### config.mk
export PLATFORM = sky130hd
export DESIGN_NAME = pfba_ram
export DESIGN_NICKNAME = d
export VERILOG_FILES = /design/src/design/pfba_ram.sv
export SDC_FILE = /design/constraint.sdc
export NUM_CORES = 2
export LEC_CHECK = 0
export BUFFER_PORTS_ARGS = -buffer_cell sky130_fd_sc_hd__buf_2
export CAP_MARGIN = 20
export CORE_ASPECT_RATIO = 1.4
export CORE_MARGIN = 2
export CORE_UTILIZATION = 49
export CTS_CLUSTER_SIZE = 28
export DETAILED_ROUTE_END_ITERATION = 10
export GPL_ROUTABILITY_DRIVEN = 0
export GPL_TIMING_DRIVEN = 0
export MAX_ROUTING_LAYER = met4
export PLACE_DENSITY = 0.67
export SYNTH_ARGS = -nofsm -noshare
export SYNTH_HDL_FRONTEND = slang
export SYNTH_SLANG_ARGS = --single-unit
### constraint.sdc
create_clock -name clk_i -period 6.2 [get_ports clk_i]
set_clock_uncertainty 0.05 [all_clocks]
set_input_delay 0.62 -clock clk_i [delete_from_list [all_inputs] [get_ports clk_i]]
set_output_delay 0.62 -clock clk_i [all_outputs]
set_load 0.1 [all_outputs]
### src/design/pfba_ram.sv
`default_nettype none
module pfba_ram #(
  parameter int unsigned WIDTH = 64,
  parameter int unsigned DEPTH = 64
) (
  input  wire logic                     clk_i,
  input  wire logic                     we_i,
  input  wire logic [$clog2(DEPTH)-1:0] waddr_i,
  input  wire logic [WIDTH-1:0]         wdata_i,
  input  wire logic [$clog2(DEPTH)-1:0] raddr_i,
  output logic      [WIDTH-1:0]         rdata_o
);

  logic [WIDTH-1:0] mem_q [DEPTH];

  always_ff @(posedge clk_i) begin
    if (we_i) begin
      mem_q[waddr_i] <= wdata_i;
    end
    rdata_o <= mem_q[raddr_i];
  end

endmodule
`default_nettype wire

==> results.md <==
Setup path:
- The data required time at the worst endpoint is 6.86 ns.
- The depth of the most critical reg-to-reg path is 5.
- In this run the critical register-to-register path is launched from mem_q[54][37].
- By startpoint and endpoint, the worst setup path is classified as in2reg.
- The worst stage delay on the critical path is 1.02 ns.
- On the critical path the largest part of the delay comes from buffers and inverters.
- Traced cell by cell, the critical path runs through buf_2, buf_4, buf_2, buf_2, buf_4, mux2i_1, o22ai_1, a31oi_1, a211oi_1.
- The number of buffers and inverters on the critical path is 5.
- In this run the worst path has a maximum fanout of 10.
- The worst setup path is captured at a register.
- In this run the register-to-register setup slack is 3.31 ns.
- In this run the critical register-to-register path is captured at rdata_o[37].
- STA classifies the critical path startpoint as an input pin.
- The slowest stage of the critical path is the sky130_fd_sc_hd__a211oi_1 cell.
- The library cell appearing most often on the critical path is sky130_fd_sc_hd__buf_2.
- The arrival time of data at the critical path endpoint is 4.89 ns.

Finish:
- Once layout is done, the placed cells without fillers occupy 0.180 mm^2.
- For this run, the share of the core covered by cells in the final layout is 56.7%.
- The area added between synthesis and finish is 15.4%.
- The layout has 22.3k filler cells.
- The number of nets at the end of the flow is 7470.
- Cells with a size suffix above 1 make up 29.3% of the layout.
- The number of cells in the finished layout apart from fillers is 11.9k.

Run status:
- The flow ran to the end, and the final reports show no timing, DRC or antenna violations.

Synthesis:
- The most used flip-flop cell after synthesis is sky130_fd_sc_hd__edfxtp_1.
- During synthesis, Yosys emitted a total of 0 warnings.
- The synthesized netlist cell count is 6598.
- The cell type contributing the most total cell area after synthesis is sky130_fd_sc_hd__edfxtp_1.
- After synthesis, the cell types taking the most area are sky130_fd_sc_hd__edfxtp_1, sky130_fd_sc_hd__mux4_2, sky130_fd_sc_hd__mux2i_1.
- The most repeated cell in the gate-level netlist after synthesis is sky130_fd_sc_hd__edfxtp_1.
- In this run, distinct cell masters in the synthesized netlist total 33.
- The share of flip-flops with an asynchronous set or reset is 0%.
- The net count after synthesis is 6676.
- Summing every instance area after synthesis gives 0.156 mm^2.
- The per-instance average area after synthesis is 23.7 um^2.
- The share of the synthesized area in the top cell type is 78.7%.
- The share of synthesized area occupied by flip-flops and latches is 79.5%.
- The number of flops mapped to enable cells by yosys is 4096.
- In this run, synthesis produced a sequential element count of 4160.
- Counting instances in the post-synthesis netlist gives the leading cell types as sky130_fd_sc_hd__edfxtp_1, sky130_fd_sc_hd__mux4_2, sky130_fd_sc_hd__buf_2.

Floorplan:
- The effective utilization at floorplan is 49.2%.
- The die covers 0.324 mm^2.
- The core region is 0.318 mm^2.
- The die height is 672 um.
- For this design the top-level I/O count stands at 142.
- Measured along the x axis, the die boundary spans 481 um.
- The number of placement rows is 245.

CTS:
- The number of hold buffers added after CTS was 0.
- The H-tree depth is 5.
- The CTS tree is yes.
- After clock tree synthesis, the clock-pin slew on the worst setup and hold paths is 0.06 ns.
- Clock tree synthesis selected as its root buffer the cell sky130_fd_sc_hd__clkbuf_16.
- Clock tree synthesis found a total of 4160 sinks.
- The maximum root-to-sink buffer count is 4.
- The number of gates resized after CTS was 0.
- After clock tree synthesis, the setup repair step added 0 buffers.
- The clock buffer count from CTS is 381.
- The later pin in the worst-skew pair is clocked with a latency of 0.94 ns.

Min path:
- The worst hold path class is in2reg.
- Counting instances, the worst hold path has a depth of 1.
- The path with the worst hold slack has its endpoint at mem_q[52][11].
- In this run the most critical hold path is launched from wdata_i[11].

Global routing:
- Global routing consumed, on the met3 layer, 5.13% of the routing resources.
- The number of global-route vias before repair is 77.4k.
- Entering global routing, the biggest net connects 65 pins.
- Global routing consumed, on the met1 layer, 32.8% of the routing resources.
- The overflow left after global routing is 0.
- The global-route track usage on met2 is 44.6%.
- The first global-routing pass estimated 592 mm of wire.
- The initial antenna violation count is 43.
- The global routing's busiest layer is met2.
- The global-route usage over all layers is 27.0%.

Pwr:
- The worst-case IR drop observed on VDD is 0.234 mV.
- For this design the static power due to leakage is 56.4 nW.
- The total power draw is 58.0 mW.
- In this run the power density over the cells is 321 mW/mm^2.

STA:
- Timing would allow up to 0.237 GHz.
- The number of failing hold endpoints at the final stage is 0.
- The minimum clock period is 4.23 ns.
- The final count of negative-setup-slack endpoints is 0.
- For the pin with the worst max-slew slack, the measured transition is 1.17 ns.
- Summed over all failing endpoints, the final setup total negative slack is 0 ns.
- Setup repair after global routing left no endpoint under its margin.
- Headroom to the max-slew limit came out at 21.1%.
- The number of max-slew violations in the final report is 0.
- The post-route clock period utilization is 68.1%.

Detailed routing:
- The final route contains 76.2k vias.
- Wires add up to 425 mm.
- The first-pass iteration count of the detailed router is 8.
- Once detail routing completed, the nets flagged for antenna violations numbered 0.
- The detailed-route wire length per cell is 35.6 um.
- The DRC violation total after the first TritonRoute iteration is 10.5k.
- For this run, design rule violations remaining after detail routing come to 0.
- Using the TritonRoute via totals, the vias-per-cell ratio works out to 6.39.

Run:
- The reported max-cap violation count is 0.

Place:
- The number of buffers inserted by port buffering is 133.
- After legalization and detailed placement, the total HPWL measured 286 mm.
- Including well taps, the total number of placed cells is 11.2k.
- The placed instances occupy a cell area of 0.167 mm^2.
## through the flow
step | setup slack (ns) | hold WS (ns)
4_1_cts | 2.25 | 0.0125
5_1_grt | 2.15 | 0.00735
2_1_floorplan | 0.0940 | 0.669
3_5_place_dp | 1.29 | 0.821
6_report | 1.97 | 0.0216
3_3_place_gp | -6.56 | 0.808
## registers in the layout, indices dropped and copies added (netlist names)
register,cells
mem_q,4096
rdata_o,64
## worst max-delay path by stage
stage               cells past startpoint  slack [ns]             to        from
finish                                  9        1.97     rdata_o[7]  raddr_i[2]
CTS                                     9        2.25     rdata_o[7]  raddr_i[2]
global placement                        4       -6.56  mem_q[48][27]  waddr_i[3]
floorplan                               4        0.09   mem_q[48][0]  waddr_i[3]
global route                            9        2.15     rdata_o[7]  raddr_i[2]
detailed placement                      9        1.29     rdata_o[7]  raddr_i[2]
## cell type report
| cell class | count | area, um^2 | share of cell area [%] |
|---|---|---|---|
| inverter | 19 | 71.3 | 0.0395 |
| sequential | 4160 | 124000 | 68.9 |
| timing repair buffer | 411 | 6070 | 3.36 |
| clock inverter | 206 | 2000 | 1.11 |
| buffer | 370 | 1780 | 0.988 |
| antenna | 32 | 80.1 | 0.0444 |
| multi-input combinational | 2049 | 30700 | 17.0 |
| tap | 4199 | 5250 | 2.91 |
| clock buffer | 486 | 10200 | 5.64 |
## report_power, final
| part | switching (mW) | internal, mW |
|---|---|---|
| clock network | 10.2 | 13.1 |
| logic | 2.46 | 1.09 |
| registers | 0.0579 | 31.1 |
| total | 12.7 | 45.3 |
## cells in the final DEF (no fill, tap or decap), types with 26 or more instances in the layout
cell | synthesis | final
sky130_fd_sc_hd__a22oi_1 | 168 | 168
sky130_fd_sc_hd__buf_2 | 170 | 305
sky130_fd_sc_hd__clkinv_1 | 0 | 78
sky130_fd_sc_hd__dfxtp_1 | 64 | 64
sky130_fd_sc_hd__nand3_1 | 45 | 45
sky130_fd_sc_hd__nor2_1 | 112 | 49
sky130_fd_sc_hd__nor2_4 | 0 | 62
sky130_fd_sc_hd__a41oi_1 | 26 | 26
sky130_fd_sc_hd__a22o_1 | 88 | 88
sky130_fd_sc_hd__o22ai_1 | 83 | 83
sky130_fd_sc_hd__a211oi_1 | 63 | 63
sky130_fd_sc_hd__clkbuf_1 | 140 | 225
sky130_fd_sc_hd__buf_4 | 34 | 35
sky130_fd_sc_hd__diode_2 | 0 | 32
sky130_fd_sc_hd__o221ai_1 | 38 | 38
sky130_fd_sc_hd__mux2i_1 | 135 | 135
sky130_fd_sc_hd__buf_12 | 0 | 218
sky130_fd_sc_hd__clkbuf_16 | 0 | 389
sky130_fd_sc_hd__edfxtp_1 | 4096 | 4096
sky130_fd_sc_hd__and3_1 | 64 | 64
sky130_fd_sc_hd__nor2b_1 | 28 | 28
sky130_fd_sc_hd__bufinv_16 | 0 | 35
sky130_fd_sc_hd__or3_1 | 29 | 29
sky130_fd_sc_hd__or2_2 | 28 | 28
sky130_fd_sc_hd__nand2_1 | 58 | 58
sky130_fd_sc_hd__mux4_2 | 1024 | 1024
sky130_fd_sc_hd__clkinv_2 | 0 | 64
## kinds of logic after synthesis
family	count (synthesis)	share of synthesized area (%)
AOI/OAI and AO/OA	504	2.48
buffers and inverters	389	1.18
DFF	4160	79.5
muxes	1159	15.6
and+or+nand+nor	386	1.24
## routing by layer
| layer | part of all wire [%] | vias up |
|---|---|---|
| li1 | - | 30096 |
| met1 | 34 | 40815 |
| met2 | 51 | 4406 |
| met3 | 9.6 | 912 |
| met4 | 4.9 | 0 |
| met5 | 0 | - |
Power figures use the tool's default switching activity.
