`config.mk`:
```
export PLATFORM = sky130hd
export DESIGN_NAME = pfba_ctrl
export DESIGN_NICKNAME = d
export VERILOG_FILES = /design/src/design/pfba_pkg.sv /design/src/design/pfba_ctrl.sv
export SDC_FILE = /design/constraint.sdc
export NUM_CORES = 1
export LEC_CHECK = 0
export ABC_AREA = 1
export BUFFER_PORTS_ARGS = -buffer_cell sky130_fd_sc_hd__buf_2
export CAP_MARGIN = 30
export CORE_MARGIN = 2
export CORE_UTILIZATION = 55
export DETAILED_ROUTE_END_ITERATION = 16
export PLACE_DENSITY_LB_ADDON = 0.3
export SLEW_MARGIN = 0
export SYNTH_ARGS = -nofsm -noshare
export SYNTH_HDL_FRONTEND = slang
export SYNTH_SLANG_ARGS = --single-unit
```
`constraint.sdc`:
```
create_clock -name clk_i -period 7.55 [get_ports clk_i]
set_clock_uncertainty 0.05 [all_clocks]
set_input_delay 0.3775 -clock clk_i [delete_from_list [all_inputs] [get_ports clk_i]]
set_output_delay 0.3775 -clock clk_i [all_outputs]
set_load 0.02 [all_outputs]
```
`src/design/pfba_pkg.sv`:
```
`default_nettype none
package pfba_pkg;

  localparam int unsigned FRAMES      = 4096;
  localparam int unsigned FRAME_SHIFT = 12;
  localparam int unsigned WORD_BITS   = 64;
  localparam int unsigned WORDS       = FRAMES / WORD_BITS;
  localparam int unsigned WORD_AW     = $clog2(WORDS);
  localparam int unsigned BIT_AW      = $clog2(WORD_BITS);
  localparam int unsigned FRAME_AW    = WORD_AW + BIT_AW;
  localparam int unsigned LIMIT_W     = FRAME_AW + 1;
  localparam int unsigned ADDR_W      = 32;
  localparam int unsigned CFG_W       = LIMIT_W;

  localparam logic [FRAME_AW-1:0] FIRST_FRAME_RST = FRAME_AW'(256);
  localparam logic [LIMIT_W-1:0]  FRAME_LIMIT_RST = LIMIT_W'(FRAMES);

  // register indexes
  localparam logic CFG_FIRST_FRAME = 1'b0;
  localparam logic CFG_FRAME_LIMIT = 1'b1;

  // opcodes
  localparam logic [1:0] OP_ALLOC   = 2'd0;
  localparam logic [1:0] OP_FREE    = 2'd1;
  localparam logic [1:0] OP_RESERVE = 2'd2;

  // status codes
  localparam logic [1:0] ST_OK    = 2'd0;
  localparam logic [1:0] ST_NOMEM = 2'd1;
  localparam logic [1:0] ST_RANGE = 2'd2;

  typedef struct packed {
    logic [1:0]        opcode;
    logic [ADDR_W-1:0] frame_address;
  } req_t;

  typedef struct packed {
    logic [1:0]        status;
    logic [ADDR_W-1:0] alloc_address;
  } res_t;

  typedef struct packed {
    logic [FRAME_AW-1:0] first_frame;
    logic [LIMIT_W-1:0]  frame_limit;
  } cfg_t;

endpackage
`default_nettype wire

```
`src/design/pfba_ctrl.sv`:
```
`default_nettype none
module pfba_ctrl (
  input  wire logic                                clk_i,
  input  wire logic                                rst_ni,
  input  wire pfba_pkg::cfg_t                      cfg_i,
  input  wire logic                                in_valid_i,
  output logic                                     in_ready_o,
  input  wire pfba_pkg::req_t                      in_req_i,
  output logic                                     out_valid_o,
  input  wire logic                                out_ready_i,
  output pfba_pkg::res_t                           out_res_o,
  output logic                                     ram_we_o,
  output logic [pfba_pkg::WORD_AW-1:0]             ram_waddr_o,
  output logic [pfba_pkg::WORD_BITS-1:0]           ram_wdata_o,
  output logic [pfba_pkg::WORD_AW-1:0]             ram_raddr_o,
  input  wire logic [pfba_pkg::WORD_BITS-1:0]      ram_rdata_i
);

  typedef enum logic [1:0] {
    S_IDLE,
    S_SCAN,
    S_RMW,
    S_HOLD
  } state_e;

  state_e                             state_q, state_d;
  logic                               out_valid_q, out_valid_d;
  pfba_pkg::res_t                     out_q, out_d;
  pfba_pkg::res_t                     res_q, res_d;
  logic [pfba_pkg::WORD_AW-1:0]       w_q, w_d;
  logic [pfba_pkg::BIT_AW-1:0]        bit_q, bit_d;
  logic [1:0]                         op_q, op_d;
  logic [pfba_pkg::WORDS-1:0]         vld_q, vld_d;

  logic [pfba_pkg::LIMIT_W-1:0]       stop;
  logic [pfba_pkg::LIMIT_W-1:0]       stop_m1;
  logic                               start_ok;
  logic [pfba_pkg::WORD_BITS-1:0]     word;
  logic [pfba_pkg::WORD_BITS-1:0]     mask_lo, mask_hi, cand;
  logic                               found;
  logic [pfba_pkg::BIT_AW-1:0]        found_bit;
  logic [pfba_pkg::WORD_BITS-1:0]     bit_mask;
  logic [pfba_pkg::WORD_AW-1:0]       idle_addr;
  logic                               in_range;
  logic                               out_take;
  logic                               fin;
  pfba_pkg::res_t                     fin_res;

  // scan window: [first_frame, min(frame_limit, FRAMES))
  assign stop     = (cfg_i.frame_limit > pfba_pkg::LIMIT_W'(pfba_pkg::FRAMES)) ?
                    pfba_pkg::LIMIT_W'(pfba_pkg::FRAMES) : cfg_i.frame_limit;
  assign stop_m1  = stop - pfba_pkg::LIMIT_W'(1);
  assign start_ok = {1'b0, cfg_i.first_frame} < stop;

  // words never written since reset read as all free
  assign word = vld_q[w_q] ? ram_rdata_i : '0;

  assign mask_lo = (w_q == cfg_i.first_frame[pfba_pkg::FRAME_AW-1:pfba_pkg::BIT_AW]) ?
                   ({pfba_pkg::WORD_BITS{1'b1}} << cfg_i.first_frame[pfba_pkg::BIT_AW-1:0]) :
                   {pfba_pkg::WORD_BITS{1'b1}};
  assign mask_hi = (w_q == stop_m1[pfba_pkg::FRAME_AW-1:pfba_pkg::BIT_AW]) ?
                   ({pfba_pkg::WORD_BITS{1'b1}} >>
                    (pfba_pkg::BIT_AW'(pfba_pkg::WORD_BITS - 1) -
                     stop_m1[pfba_pkg::BIT_AW-1:0])) :
                   {pfba_pkg::WORD_BITS{1'b1}};
  assign cand    = ~word & mask_lo & mask_hi;
  assign found   = |cand;

  always_comb begin
    found_bit = '0;
    for (int b = pfba_pkg::WORD_BITS - 1; b >= 0; b--) begin
      if (cand[b]) begin
        found_bit = pfba_pkg::BIT_AW'(b);
      end
    end
  end

  assign bit_mask  = pfba_pkg::WORD_BITS'(1) << ((state_q == S_SCAN) ? found_bit : bit_q);
  assign idle_addr = (in_req_i.opcode == pfba_pkg::OP_ALLOC) ?
                     cfg_i.first_frame[pfba_pkg::FRAME_AW-1:pfba_pkg::BIT_AW] :
                     in_req_i.frame_address[pfba_pkg::FRAME_SHIFT+pfba_pkg::FRAME_AW-1:
                                            pfba_pkg::FRAME_SHIFT+pfba_pkg::BIT_AW];
  assign in_range  = in_req_i.frame_address[pfba_pkg::ADDR_W-1:
                                            pfba_pkg::FRAME_SHIFT+pfba_pkg::FRAME_AW] == '0;
  assign out_take  = !out_valid_q || out_ready_i;

  always_comb begin
    state_d     = state_q;
    out_valid_d = out_valid_q && !out_ready_i;
    out_d       = out_q;
    res_d       = res_q;
    w_d         = w_q;
    bit_d       = bit_q;
    op_d        = op_q;
    vld_d       = vld_q;
    ram_we_o    = 1'b0;
    ram_waddr_o = w_q;
    ram_wdata_o = word | bit_mask;
    ram_raddr_o = w_q + pfba_pkg::WORD_AW'(1);
    fin         = 1'b0;
    fin_res     = '{status: pfba_pkg::ST_OK, alloc_address: '0};

    unique case (state_q)
      S_IDLE: begin
        ram_raddr_o = idle_addr;
        if (in_valid_i) begin
          op_d  = in_req_i.opcode;
          w_d   = idle_addr;
          bit_d = in_req_i.frame_address[pfba_pkg::FRAME_SHIFT+pfba_pkg::BIT_AW-1:
                                         pfba_pkg::FRAME_SHIFT];
          case (in_req_i.opcode) inside
            pfba_pkg::OP_ALLOC: begin
              if (start_ok) begin
                state_d = S_SCAN;
              end else begin
                fin            = 1'b1;
                fin_res.status = pfba_pkg::ST_NOMEM;
              end
            end
            pfba_pkg::OP_FREE, pfba_pkg::OP_RESERVE: begin
              if (in_range) begin
                state_d = S_RMW;
              end else begin
                fin            = 1'b1;
                fin_res.status = pfba_pkg::ST_RANGE;
              end
            end
            default: begin
              fin = 1'b1;
            end
          endcase
        end
      end
      S_SCAN: begin
        // read of the next word is already in flight
        if (found) begin
          ram_we_o              = 1'b1;
          vld_d[w_q]            = 1'b1;
          fin                   = 1'b1;
          fin_res.alloc_address = {{(pfba_pkg::ADDR_W - pfba_pkg::FRAME_AW -
                                     pfba_pkg::FRAME_SHIFT){1'b0}},
                                   w_q, found_bit, {pfba_pkg::FRAME_SHIFT{1'b0}}};
        end else if (w_q == stop_m1[pfba_pkg::FRAME_AW-1:pfba_pkg::BIT_AW]) begin
          fin            = 1'b1;
          fin_res.status = pfba_pkg::ST_NOMEM;
        end else begin
          w_d = w_q + pfba_pkg::WORD_AW'(1);
        end
      end
      S_RMW: begin
        ram_we_o    = 1'b1;
        vld_d[w_q]  = 1'b1;
        ram_wdata_o = (op_q == pfba_pkg::OP_RESERVE) ? (word | bit_mask) : (word & ~bit_mask);
        fin         = 1'b1;
      end
      S_HOLD: begin
        if (out_take) begin
          out_valid_d = 1'b1;
          out_d       = res_q;
          state_d     = S_IDLE;
        end
      end
      default: begin
        state_d = S_IDLE;
      end
    endcase

    if (fin) begin
      if (out_take) begin
        out_valid_d = 1'b1;
        out_d       = fin_res;
        state_d     = S_IDLE;
      end else begin
        res_d   = fin_res;
        state_d = S_HOLD;
      end
    end
  end

  always_ff @(posedge clk_i or negedge rst_ni) begin
    if (!rst_ni) begin
      state_q     <= S_IDLE;
      out_valid_q <= 1'b0;
      vld_q       <= '0;
    end else begin
      state_q     <= state_d;
      out_valid_q <= out_valid_d;
      vld_q       <= vld_d;
    end
  end

  always_ff @(posedge clk_i) begin
    out_q <= out_d;
    res_q <= res_d;
    w_q   <= w_d;
    bit_q <= bit_d;
    op_q  <= op_d;
  end

  assign in_ready_o  = state_q == S_IDLE;
  assign out_valid_o = out_valid_q;
  assign out_res_o   = out_q;

endmodule
`default_nettype wire

```
==> metrics <==
die height 144 um; drt drc 0; power per cell area 442 nW/um^2; Final TNS setup 0 ns; Clock Power Share 0.128; RSZ-0062 raised after global routing true; startpoint types flip-flop; dominant cell type by area after synthesis nand2_1; post-synthesis sequential area ratio 0.297; Post-synth EDFFs 28; Leak 6.78 nW; r2r setup slk 1.37 ns; CP endpoint ram_wdata_o[16]; Sw Ratio 0.539; Max clock buf depth 2; 1st-iter DRT viols 1636; Antenna Nets Post-Route 0; WL final 40300 um; grt total ovfl 0; TritonCTS clock tree done; Final Hold Fails 0; top cells by count, synth nand2_1 (462), inv_1 (204), nor2_1 (204); Die W 144 um; # rows 51; Syn Nets 1833; Setup crit start ram_waddr_o[2]; CP endpoint kind output port; fin area 13900 sq um; layout cells sized above 1 0.268; first-pass GRT wire length 57800 um; arrival time worst endpoint 6.97 ns; Mapped Cells 1685; f_max 0.135 GHz; reg2reg end out_res_o[12]; initial antenna violation count 1; TritonCTS Sinks 129; reg2reg start ram_waddr_o[2]; Synth cell types 58; vias in the first global route 10800; CTS buffer count 17; Slew headroom 0.248; routed wire length per instance 18.3 um; status complete, no violations; H-tree Lvls 4; most frequent cell after synthesis nand2_1; fin. max-slew vios 0; Internal 2.83 mW; GRT Util Overall 0.362; sequential group share of total power 0.156; synthesized area per cell 6.38 sq um; FFs w/ async S/R, synth 0.519; max_cap viols 0; DRT Pass-1 Iters 9; Psw 3.31 mW; Initial Util 0.556; Port Buffers 227; Post-DP HPWL 29200 um; Top Ports 240; root buf cell clkbuf_16; Core ar. 19300 sq um; synthesized area 10800 sq um; CP max FO 12; Setup violations, final 0; Worst-Skew Late Latency 0.41 ns; Yosys top cell area share 0.161; fillcell total 1596; Slew @ Worst Pin 1.13 ns; GP Congestion 1.10; largest net degree at the start of global routing 68; R2R cell count 79; ranking of synthesized cells by area nand2_1 (16%), dfrtp_1 (16%), edfxtp_1 (7.8%), inv_1 (7.1%), nor2_1 (7.1%); Nets 2072; area delta synth->final 29.2%; period utilization 0.980; Hold WC Path Type input port to async pin; DP Area 12300 sq um; Combinational Power Share 0.716; vias per cell 5.88; number of synthesized register bits 129; min Tclk post-route 7.40 ns; biggest cell delay along the critical path 0.41 ns; Crit path required time 7.12 ns; ys flop type dfrtp_1; CTS Hold Bufs 0; die area 20700 sq um; worst vdd ir 0.000367 V; Most common cell on crit path nand2_1; Warnings, synthesis 0; Vias 13000; slowest CP cell edfxtp_1; Worst-path clk slew 0.06 ns; Worst Setup Path Type flip-flop to output port
[flip-flops by register name, indices dropped and copies added (netlist names)]
register     cells
out_valid_o      1
res_q           14
bit_q            6
out_res_o       34
vld_q           64
state_q          2
op_q             2
ram_waddr_o      6
[kinds of logic after synthesis]
group | after synthesis | share of synthesized area
buffers and inverters | 314 | 0.118
and+or+nand+nor | 902 | 0.374
muxes | 4 | 0.00372
adders and majority gates | 21 | 0.0244
xor gates and xnor gates | 13 | 0.0134
AOI/OAI and AO/OA | 302 | 0.168
DFF | 129 | 0.297
[how the worst min path moves through the flow]
| stage | end | slack, ns | cells after the start |
|---|---|---|---|
| 4_1_cts | bit_q[3] | 0.09 | 1 |
| 3_3_place_gp | out_res_o[9] | 0.36 | 2 |
| 6_report | vld_q[8] | 0.10 | 2 |
| 5_1_grt | bit_q[3] | 0.1 | 1 |
| 3_5_place_dp | out_res_o[5] | 0.36 | 2 |
| 2_1_floorplan | out_valid_o | 0.03 | 0 |
[timing repair]
| item | CTS | global route |
|---|---|---|
| setup endpoints to repair | 64 | 64 |
| buffers inserted | 7 | 14 |
| pin swaps | 1 | 82 |
| cloned | 0 | 2 |
| resized for setup | 2 | 220 |
[per-layer routing]
layer | global-route usage | wire length [um] | up-vias
li1 | - | - | 6041
met1 | 0.511 | 15700 | 5840
met2 | 0.562 | 18000 | 946
met3 | 0.0843 | 5240 | 129
met4 | 0.0918 | 1310 | 0
met5 | 0 | 0 | -
[power groups by stage]
stage	Clock (mW)	Combinational, mW	Sequential [mW]
2_1_floorplan	0	2.43	1.00
6_report	0.788	4.39	0.956
5_1_grt	0.824	4.68	0.965
3_5_place_dp	0	3.68	0.972
3_3_place_gp	0	3.63	0.965
4_1_cts	0.789	3.74	0.950
[area by class of cell]
type / count / area (sq um) / share of cell area
diodes: 2 / 5.00 / 0.000360
clock buffers: 25 / 518 / 0.0373
clock inverters: 5 / 50.0 / 0.00360
inverters: 226 / 873 / 0.0629
multi-input cells: 1243 / 6850 / 0.493
flip-flops and latches: 129 / 3200 / 0.230
well taps: 265 / 332 / 0.0239
repair buffers: 307 / 2060 / 0.149
[worst max-delay path, delay by kind of cell, from the launching register on]
family	cells	cell delay [ns]
compound gates	2	0.25
buf+inv	5	0.68
flops	1	0.41
simple gates	74	5.24
[layout by cell type (no fill, tap or decap), types with 11 or more instances in the layout]
cell and count:
nand2_1 421, inv_1 203, nor2_1 196, buf_2 185, o21ai_0 118, buf_4 73, nand4_1 72, dfrtp_1 67
nand3_1 65, a21oi_1 48, nand2_2 44, buf_6 44, dfxtp_1 34, nand3_2 33, edfxtp_1 28, a31oi_1 22
ha_1 21, nor2_4 20, clkbuf_16 19, o22ai_1 15, inv_2 14, o211ai_1 14, o21bai_1 12, a31o_2 11
[per-stage QoR]
step / util / hold WS [ns] / setup slack [ns] / instances / total power [mW]
floorplan: - / 0.0319 / 1.27 / 1685 / 3.43
global placement: 0.636 / 0.360 / 0.248 / 2146 / 4.59
detailed placement: 0.636 / 0.365 / 0.170 / 2147 / 4.65
CTS: 0.669 / 0.0948 / 0.00981 / 2184 / 5.48
global route: 0.718 / 0.0958 / -0.508 / 2200 / 6.47
finish: 0.718 / 0.100 / 0.149 / 2202 / 6.14
(Power assumes the default switching activity.)
